==> config.mk <==
export PLATFORM = sky130hd
export DESIGN_NAME = midi_file_event_encoder
export DESIGN_NICKNAME = d
export VERILOG_FILES = /design/src/mfe_pkg.sv /design/src/mfe_datapath.sv /design/src/mfe_ctrl.sv /design/src/midi_file_event_encoder.sv
export VERILOG_INCLUDE_DIRS = /design/src /design/src/src
export SDC_FILE = /design/constraint.sdc
export NUM_CORES = 1
export LEC_CHECK = 0
export BUFFER_PORTS_ARGS = -buffer_cell sky130_fd_sc_hd__buf_2
export CORE_MARGIN = 2
export CORE_UTILIZATION = 58
export CTS_CLUSTER_DIAMETER = 80
export DETAILED_ROUTE_END_ITERATION = 7
export PLACE_DENSITY_LB_ADDON = 0.08
export SLEW_MARGIN = 20
export SYNTH_ARGS = -nofsm -noshare
export SYNTH_HDL_FRONTEND = slang
export SYNTH_HIERARCHICAL = 1
export SYNTH_SLANG_ARGS = --single-unit
export TNS_END_PERCENT = 1
==> constraint.sdc <==
create_clock -name clk_i -period 12.8 [get_ports clk_i]
set_input_delay 1.92 -clock clk_i [delete_from_list [all_inputs] [get_ports clk_i]]
set_output_delay 1.92 -clock clk_i [all_outputs]
set_load 0.005 [all_outputs]
==> src/midi_file_event_encoder_defines.svh <==
// assertion macros used by the encoder controller
`ifndef MIDI_FILE_EVENT_ENCODER_DEFINES_SVH
`define MIDI_FILE_EVENT_ENCODER_DEFINES_SVH

// clocked check, off while reset is asserted
`define MFE_ASSERT(lbl, clk, rst_n, prop, msg) \
  lbl: assert property (@(posedge clk) disable iff (!rst_n) prop) else $error(msg);

// clocked check that also holds during reset
`define MFE_ASSERT_ALWAYS(lbl, clk, prop, msg) \
  lbl: assert property (@(posedge clk) prop) else $error(msg);

`endif

==> src/mfe_pkg.sv <==
package mfe_pkg;

  typedef enum logic [2:0] {
    REQ_FILE_HDR  = 3'd0,
    REQ_TRACK_HDR = 3'd1,
    REQ_NOTE_ON   = 3'd2,
    REQ_NOTE_OFF  = 3'd3,
    REQ_TEMPO     = 3'd4,
    REQ_END_TRACK = 3'd5
  } req_kind_e;

  localparam int unsigned IdxW   = 4;   // byte index, runs up to 14 bytes
  localparam int unsigned GroupW = 3;   // vlq group count, 1 to 4

  localparam logic [7:0] ChM       = 8'h4D;
  localparam logic [7:0] ChT       = 8'h54;
  localparam logic [7:0] ChH       = 8'h68;
  localparam logic [7:0] ChD       = 8'h64;
  localparam logic [7:0] ChR       = 8'h72;
  localparam logic [7:0] ChK       = 8'h6B;
  localparam logic [7:0] NoteOnSt  = 8'h90;
  localparam logic [7:0] NoteOffSt = 8'h80;
  localparam logic [7:0] MetaSt    = 8'hFF;
  localparam logic [7:0] MetaTempo = 8'h51;
  localparam logic [7:0] MetaEot   = 8'h2F;
  localparam logic [7:0] TempoLen  = 8'h03;
  localparam logic [7:0] HdrLen    = 8'h06;

  typedef struct packed {
    logic load;   // capture the request
    logic step;   // push the next byte into the output register
  } mfe_cmd_t;

  typedef struct packed {
    logic out_free;  // output register can take a byte this cycle
    logic is_last;   // current index is the final byte of the run
    logic kind_ok;   // captured request kind emits bytes
  } mfe_stat_t;

endpackage

==> src/mfe_datapath.sv <==
module mfe_datapath
  import mfe_pkg::*;
(
  input  logic        clk_i,
  input  logic        rst_ni,
  input  logic [2:0]  req_type_i,
  input  logic [27:0] delta_time_i,
  input  logic [3:0]  channel_i,
  input  logic [6:0]  note_i,
  input  logic [6:0]  velocity_i,
  input  logic [23:0] tempo_us_i,
  input  logic [15:0] format_type_i,
  input  logic [15:0] track_count_i,
  input  logic [15:0] ticks_per_quarter_i,
  input  logic [31:0] track_bytes_i,
  input  mfe_cmd_t    cmd_i,
  output mfe_stat_t   stat_o,
  input  logic        out_ready_i,
  output logic        out_valid_o,
  output logic [7:0]  out_byte_o,
  output logic        last_byte_o
);

  logic [2:0]        kind_q;
  logic [27:0]       delta_q;
  logic [3:0]        chan_q;
  logic [6:0]        note_q;
  logic [6:0]        vel_q;
  logic [23:0]       tempo_q;
  logic [15:0]       fmt_q;
  logic [15:0]       trk_q;
  logic [15:0]       div_q;
  logic [31:0]       len_q;
  logic [GroupW-1:0] groups_q;
  logic [IdxW-1:0]   last_idx_q;
  logic              kind_ok_q;
  logic [IdxW-1:0]   idx_q;

  logic              out_valid_q, out_valid_d;
  logic [7:0]        out_byte_q;
  logic              out_last_q;

  logic [GroupW-1:0] groups_d;
  logic [IdxW-1:0]   last_idx_d;
  logic [IdxW-1:0]   ev_idx;
  logic [1:0]        grp_sel;
  logic [6:0]        grp_bits;
  logic [7:0]        ev_byte;
  logic [7:0]        cur_byte;

  // number of 7-bit groups in the delta time
  always_comb begin
    if (delta_time_i[27:21] != 7'd0) begin
      groups_d = GroupW'(4);
    end else if (delta_time_i[20:14] != 7'd0) begin
      groups_d = GroupW'(3);
    end else if (delta_time_i[13:7] != 7'd0) begin
      groups_d = GroupW'(2);
    end else begin
      groups_d = GroupW'(1);
    end
  end

  // index of the final byte of the run
  always_comb begin
    case (req_type_i)
      REQ_FILE_HDR:  last_idx_d = IdxW'(13);
      REQ_TRACK_HDR: last_idx_d = IdxW'(7);
      REQ_TEMPO:     last_idx_d = IdxW'(groups_d) + IdxW'(5);
      default:       last_idx_d = IdxW'(groups_d) + IdxW'(2);
    endcase
  end

  always_ff @(posedge clk_i) begin
    if (cmd_i.load) begin
      kind_q     <= req_type_i;
      delta_q    <= delta_time_i;
      chan_q     <= channel_i;
      note_q     <= note_i;
      vel_q      <= velocity_i;
      tempo_q    <= tempo_us_i;
      fmt_q      <= format_type_i;
      trk_q      <= track_count_i;
      div_q      <= ticks_per_quarter_i;
      len_q      <= track_bytes_i;
      groups_q   <= groups_d;
      last_idx_q <= last_idx_d;
      kind_ok_q  <= (req_type_i <= REQ_END_TRACK);
      idx_q      <= '0;
    end else if (cmd_i.step) begin
      idx_q      <= idx_q + IdxW'(1);
    end
    if (cmd_i.step) begin
      out_byte_q <= cur_byte;
      out_last_q <= (idx_q == last_idx_q);
    end
  end

  // vlq group, most significant first, continuation bit on all but the last
  assign grp_sel = 2'(groups_q - GroupW'(1) - idx_q[GroupW-1:0]);

  always_comb begin
    case (grp_sel)
      2'd3:    grp_bits = delta_q[27:21];
      2'd2:    grp_bits = delta_q[20:14];
      2'd1:    grp_bits = delta_q[13:7];
      default: grp_bits = delta_q[6:0];
    endcase
  end

  assign ev_idx = idx_q - IdxW'(groups_q);

  // bytes after the delta time of an event
  always_comb begin
    ev_byte = 8'h00;
    case (kind_q)
      REQ_NOTE_ON, REQ_NOTE_OFF: begin
        case (ev_idx)
          IdxW'(0): ev_byte = ((kind_q == REQ_NOTE_ON) ? NoteOnSt : NoteOffSt) | {4'h0, chan_q};
          IdxW'(1): ev_byte = {1'b0, note_q};
          default:  ev_byte = {1'b0, vel_q};
        endcase
      end
      REQ_TEMPO: begin
        case (ev_idx)
          IdxW'(0): ev_byte = MetaSt;
          IdxW'(1): ev_byte = MetaTempo;
          IdxW'(2): ev_byte = TempoLen;
          IdxW'(3): ev_byte = tempo_q[23:16];
          IdxW'(4): ev_byte = tempo_q[15:8];
          default:  ev_byte = tempo_q[7:0];
        endcase
      end
      default: begin
        case (ev_idx)
          IdxW'(0): ev_byte = MetaSt;
          IdxW'(1): ev_byte = MetaEot;
          default:  ev_byte = 8'h00;
        endcase
      end
    endcase
  end

  always_comb begin
    cur_byte = 8'h00;
    case (kind_q)
      REQ_FILE_HDR: begin
        case (idx_q)
          IdxW'(0):  cur_byte = ChM;
          IdxW'(1):  cur_byte = ChT;
          IdxW'(2):  cur_byte = ChH;
          IdxW'(3):  cur_byte = ChD;
          IdxW'(7):  cur_byte = HdrLen;
          IdxW'(8):  cur_byte = fmt_q[15:8];
          IdxW'(9):  cur_byte = fmt_q[7:0];
          IdxW'(10): cur_byte = trk_q[15:8];
          IdxW'(11): cur_byte = trk_q[7:0];
          IdxW'(12): cur_byte = div_q[15:8];
          IdxW'(13): cur_byte = div_q[7:0];
          default:   cur_byte = 8'h00;
        endcase
      end
      REQ_TRACK_HDR: begin
        case (idx_q)
          IdxW'(0): cur_byte = ChM;
          IdxW'(1): cur_byte = ChT;
          IdxW'(2): cur_byte = ChR;
          IdxW'(3): cur_byte = ChK;
          IdxW'(4): cur_byte = len_q[31:24];
          IdxW'(5): cur_byte = len_q[23:16];
          IdxW'(6): cur_byte = len_q[15:8];
          default:  cur_byte = len_q[7:0];
        endcase
      end
      default: begin
        if (idx_q < IdxW'(groups_q)) begin
          cur_byte = {(grp_sel != 2'd0), grp_bits};
        end else begin
          cur_byte = ev_byte;
        end
      end
    endcase
  end

  always_comb begin
    if (cmd_i.step) begin
      out_valid_d = 1'b1;
    end else if (out_ready_i) begin
      out_valid_d = 1'b0;
    end else begin
      out_valid_d = out_valid_q;
    end
  end

  always_ff @(posedge clk_i or negedge rst_ni) begin
    if (!rst_ni) begin
      out_valid_q <= 1'b0;
    end else begin
      out_valid_q <= out_valid_d;
    end
  end

  assign stat_o.out_free = !out_valid_q || out_ready_i;
  assign stat_o.is_last  = (idx_q == last_idx_q);
  assign stat_o.kind_ok  = kind_ok_q;

  assign out_valid_o = out_valid_q;
  assign out_byte_o  = out_byte_q;
  assign last_byte_o = out_last_q;

endmodule

==> src/mfe_ctrl.sv <==
`include "midi_file_event_encoder_defines.svh"

module mfe_ctrl
  import mfe_pkg::*;
(
  input  logic      clk_i,
  input  logic      rst_ni,
  input  logic      req_valid_i,
  output logic      req_ready_o,
  input  mfe_stat_t stat_i,
  output mfe_cmd_t  cmd_o
);

  typedef enum logic {
    ST_IDLE,
    ST_RUN
  } state_e;

  state_e state_q;

  assign req_ready_o = (state_q == ST_IDLE);
  assign cmd_o.load  = (state_q == ST_IDLE) && req_valid_i;
  assign cmd_o.step  = (state_q == ST_RUN) && stat_i.kind_ok && stat_i.out_free;

  always_ff @(posedge clk_i or negedge rst_ni) begin
    if (!rst_ni) begin
      state_q <= ST_IDLE;
    end else begin
      case (state_q)
        ST_IDLE: begin
          if (req_valid_i) begin
            state_q <= ST_RUN;
          end
        end
        ST_RUN: begin
          // unknown kinds emit nothing
          if (!stat_i.kind_ok) begin
            state_q <= ST_IDLE;
          end else if (stat_i.out_free && stat_i.is_last) begin
            state_q <= ST_IDLE;
          end
        end
        default: begin
          state_q <= ST_IDLE;
        end
      endcase
    end
  end

  `MFE_ASSERT(a_last_frees, clk_i, rst_ni, (cmd_o.step && stat_i.is_last) |=> req_ready_o, "not idle after final byte")
  `MFE_ASSERT(a_load_busy, clk_i, rst_ni, cmd_o.load |=> !req_ready_o, "request accepted but block not busy")
  `MFE_ASSERT_ALWAYS(a_step_free, clk_i, cmd_o.step |-> stat_i.out_free, "byte pushed into full output register")

endmodule

==> src/midi_file_event_encoder.sv <==
// channel  handshake                   payload
// req      req_valid_i / req_ready_o   req_type_i .. track_bytes_i
// out      out_valid_o / out_ready_i   out_byte_o, last_byte_o
//
// a request is captured, then the byte index counter walks the run one byte a cycle
// while the output register is free; a run is 4 to 14 bytes long
// unknown request kinds are taken, enter the run state and drop out with no bytes
// rst_ni is asynchronous, active low; it empties the output register and idles
// a stalled output holds the byte counter; the next request is taken while
// the final byte of the previous run still waits in the output register
module midi_file_event_encoder
  import mfe_pkg::*;
(
  input  logic        clk_i,
  input  logic        rst_ni,
  input  logic        req_valid_i,
  output logic        req_ready_o,
  input  logic [2:0]  req_type_i,
  input  logic [27:0] delta_time_i,
  input  logic [3:0]  channel_i,
  input  logic [6:0]  note_i,
  input  logic [6:0]  velocity_i,
  input  logic [23:0] tempo_us_i,
  input  logic [15:0] format_type_i,
  input  logic [15:0] track_count_i,
  input  logic [15:0] ticks_per_quarter_i,
  input  logic [31:0] track_bytes_i,
  output logic        out_valid_o,
  input  logic        out_ready_i,
  output logic [7:0]  out_byte_o,
  output logic        last_byte_o
);

  // command and status between sequencer and byte datapath
  mfe_cmd_t  cmd;
  mfe_stat_t stat;

  // sequencer: idle, then one byte per free output slot
  mfe_ctrl u_ctrl (
    .clk_i       (clk_i),
    .rst_ni      (rst_ni),
    .req_valid_i (req_valid_i),
    .req_ready_o (req_ready_o),
    .stat_i      (stat),
    .cmd_o       (cmd)
  );

  // request capture, vlq split, byte select and output register
  mfe_datapath u_datapath (
    .clk_i               (clk_i),
    .rst_ni              (rst_ni),
    .req_type_i          (req_type_i),
    .delta_time_i        (delta_time_i),
    .channel_i           (channel_i),
    .note_i              (note_i),
    .velocity_i          (velocity_i),
    .tempo_us_i          (tempo_us_i),
    .format_type_i       (format_type_i),
    .track_count_i       (track_count_i),
    .ticks_per_quarter_i (ticks_per_quarter_i),
    .track_bytes_i       (track_bytes_i),
    .cmd_i               (cmd),
    .stat_o              (stat),
    .out_ready_i         (out_ready_i),
    .out_valid_o         (out_valid_o),
    .out_byte_o          (out_byte_o),
    .last_byte_o         (last_byte_o)
  );

endmodule

==> impl_metrics.ini <==
[floorplanning]
core_area_um2 = 12500
die_area_um2 = 13600
start_util_pct = 59.0
die_w_um = 117
pin_count = 168
num_rows = 41
die_h_um = 117

[sta]
finalCriticalPeriod_ns = 3.85
slew_headroom_pct = 30.4
tightest_slew_ns = 1.04
hold_slack_ns = 0.507
hold_viol = 0
tns_ns = 0
fin_skew_ns = 0.0103
period_share_pct = 30.1
timing.fmax_mhz = 260
rsz0062_at_grt = no
finalMaxSlewViolations = 0
final-setup-viol-count = 0

[routing]
vias_per_cell = 5.87
drt_iter0_markers = 491
met1_length_mm = 7.06
via_count = 4957
routed_wirelength_mm = 16.2
wl_met3_mm = 1.22
wl_per_cell_um = 19.2
topRoutingLayerUsed = met4
ant_nets = 0
route.detailed.drc = 0
wl_met2_mm = 7.66
drt_pre_antenna_iters = 5

[power_and_ir_drop]
switchingPower_w = 0.000563
peakVddDrop_mv = 0.136
p_sw_share_pct = 32.2
combPwrFrac_pct = 29.6
pwr-share-clk_pct = 26.6
p_leak_nw = 3.29
power_frac_seq_pct = 43.7
p_per_area_nw_per_um2 = 197
p_int_w = 0.00119

[logic_synthesis]
synth-edff-count = 170
netlist_top_cells_count = edfxtp_1, nor2_1, nand2_1
ys.flop_type = edfxtp_1
async_flop_share_pct = 1.14
synthAdderAreaFrac_pct = 1.80
synth.area.top_cells = edfxtp_1, mux4_2, a21oi_1, a22oi_1, nor2_1
syn_area_per_cell_um2 = 14.9
yosysTopAreaCell = edfxtp_1
synthXorXnorAreaFrac_pct = 1.85
synth_compound_area_share_pct = 12.4
ys_seq_elements = 176
muxShareOfSynthArea_pct = 2.83
synth_nets = 661
synth_top_family_by_area = compound AO/OA/AOI/OAI gates
ys_seq_area_share_pct = 70.9
synth_top_area_share_pct = 69.2
yosysUniqueCellTypes = 63
synthCells = 494
synth_warnings = 6
synth-simple-area-share_pct = 7.92
synthesis.area_um2 = 7380
synth.most_common_cell = edfxtp_1

[finish]
stdcell_count = 845
nNetsFinal = 828
drive_gt1_share_pct = 33.0
final_util_pct = 71.0
area_growth_pct = 20.4
multi_input_area_um2 = 1990
fillers = 901
layout.area.seq_um2 = 5240
diodes = 0

[clocking]
clkSinkCount = 176
path_clk_slew_ns = 0.06
cts-root-buf = clkbuf_16
cts_tree = built
cts_resized = 0
cts_max_path_buffers = 2
clock_latency_ns = 0.42
cts_made_buffers = 17
cts_setup_buffers = 0
htreeDepth = 4
cts.hold.buffers_added = 0

[placed_design]
io_buffers = 167
dpl.cell_count = 814
place_hpwl_mm = 11.1
gp_congestion = 0.837

[min_path]
worstHoldPathCells = 1
holdCritPathClass = register to register

[setup_path]
cp.arrival_ns = 3.88
end_kind = register
start_kind = input pin
r2r_cells = 7
required_ns = 12.84
critPathKind = input pin to register
path_max_fanout = 87

[status]
status = finished, final reports clean

[global_routing]
overflow = 0
antenna_found_initial = 0
grt_pass1_vias = 4796
grt_pass1_wl_mm = 24.5
grt.total_usage_pct = 24.5
grt_max_degree = 88

[run]
max_cap_viol_count = 0
==> kinds of logic after synthesis <==
logic type / count (synthesis)
compound gates: 129
xor+xnor: 13
fa+ha+maj: 10
buf+inv: 36
flops: 176
mux: 12
simple gates: 118
==> critical path, cell delays in order <==
cell and delay (ns):
buf_2 0.07, nor2b_4 0.11, buf_4 0.72, buf_4 0.93
==> routing by layer <==
metal / vias up / global-route usage, %
li1: 2308 / -
met1: 2407 / 34.3
met2: 221 / 37.8
met3: 21 / 6.39
met4: 0 / 8.94
met5: - / 0
==> final timing paths <==
check                                          start  slack, ns                       end
worst max-delay path                     req_valid_i       8.95       u_datapath/len_q[4]
worst min-delay path            u_datapath/kind_ok_q       0.51            u_ctrl/state_q
worst max register to register   u_datapath/idx_q[0]       9.59  u_datapath/out_byte_o[2]
worst min register to register  u_datapath/kind_ok_q       0.51            u_ctrl/state_q
max in group asynchronous                     rst_ni      11.43            u_ctrl/state_q
min in group asynchronous                     rst_ni       1.27    u_datapath/out_valid_o
==> cell usage in the layout (no fill, tap or decap), drive strengths merged, types with 11 or more instances in the layout <==
cell type,Yosys,final
inv,11,11
buf,18,173
nor2,33,33
nand2,33,33
a21oi,31,31
edfxtp,170,170
a31oi,12,12
nor3,16,16
clkinv,0,11
clkbuf,7,18
a22oi,20,20
==> flip-flops by register name, indices dropped and copies added (netlist names), 7 cells and up <==
register               flops
u_datapath/fmt_q          16
u_datapath/div_q          16
u_datapath/trk_q          16
u_datapath/vel_q           7
u_datapath/note_q          7
u_datapath/out_byte_o      8
u_datapath/tempo_q        24
u_datapath/len_q          32
u_datapath/delta_q        28
==> area by class of cell <==
cell class	count	area share [%]
clock inverter	13	1.11
timing repair buffer	173	9.91
sequential	176	58.9
clock buffer	18	4.83
inverter	11	0.465
tap	172	2.42
multi-input combinational	282	22.4
==> power groups by stage <==
stage	combinational [W]	clock, W	sequential (W)
finish	0.000518	0.000466	0.000764
detailed placement	0.000513	0	0.000776
floorplan	0.000363	0	0.000775
global route	0.000571	0.000496	0.000770
global placement	0.000501	0	0.000773
CTS	0.000515	0.000472	0.000764
==> stage by stage <==
stage / instance area [um^2] / power [W] / setup slack (ns)
2_1_floorplan: 7380 / 0.00114 / 6.15
3_3_place_gp: 8360 / 0.00127 / 8.60
3_5_place_dp: 8360 / 0.00129 / 8.53
4_1_cts: 8880 / 0.00175 / 8.97
5_1_grt: 8890 / 0.00184 / 8.79
6_report: 8890 / 0.00175 / 8.95
Note: power is estimated with default switching activity, not from simulation.
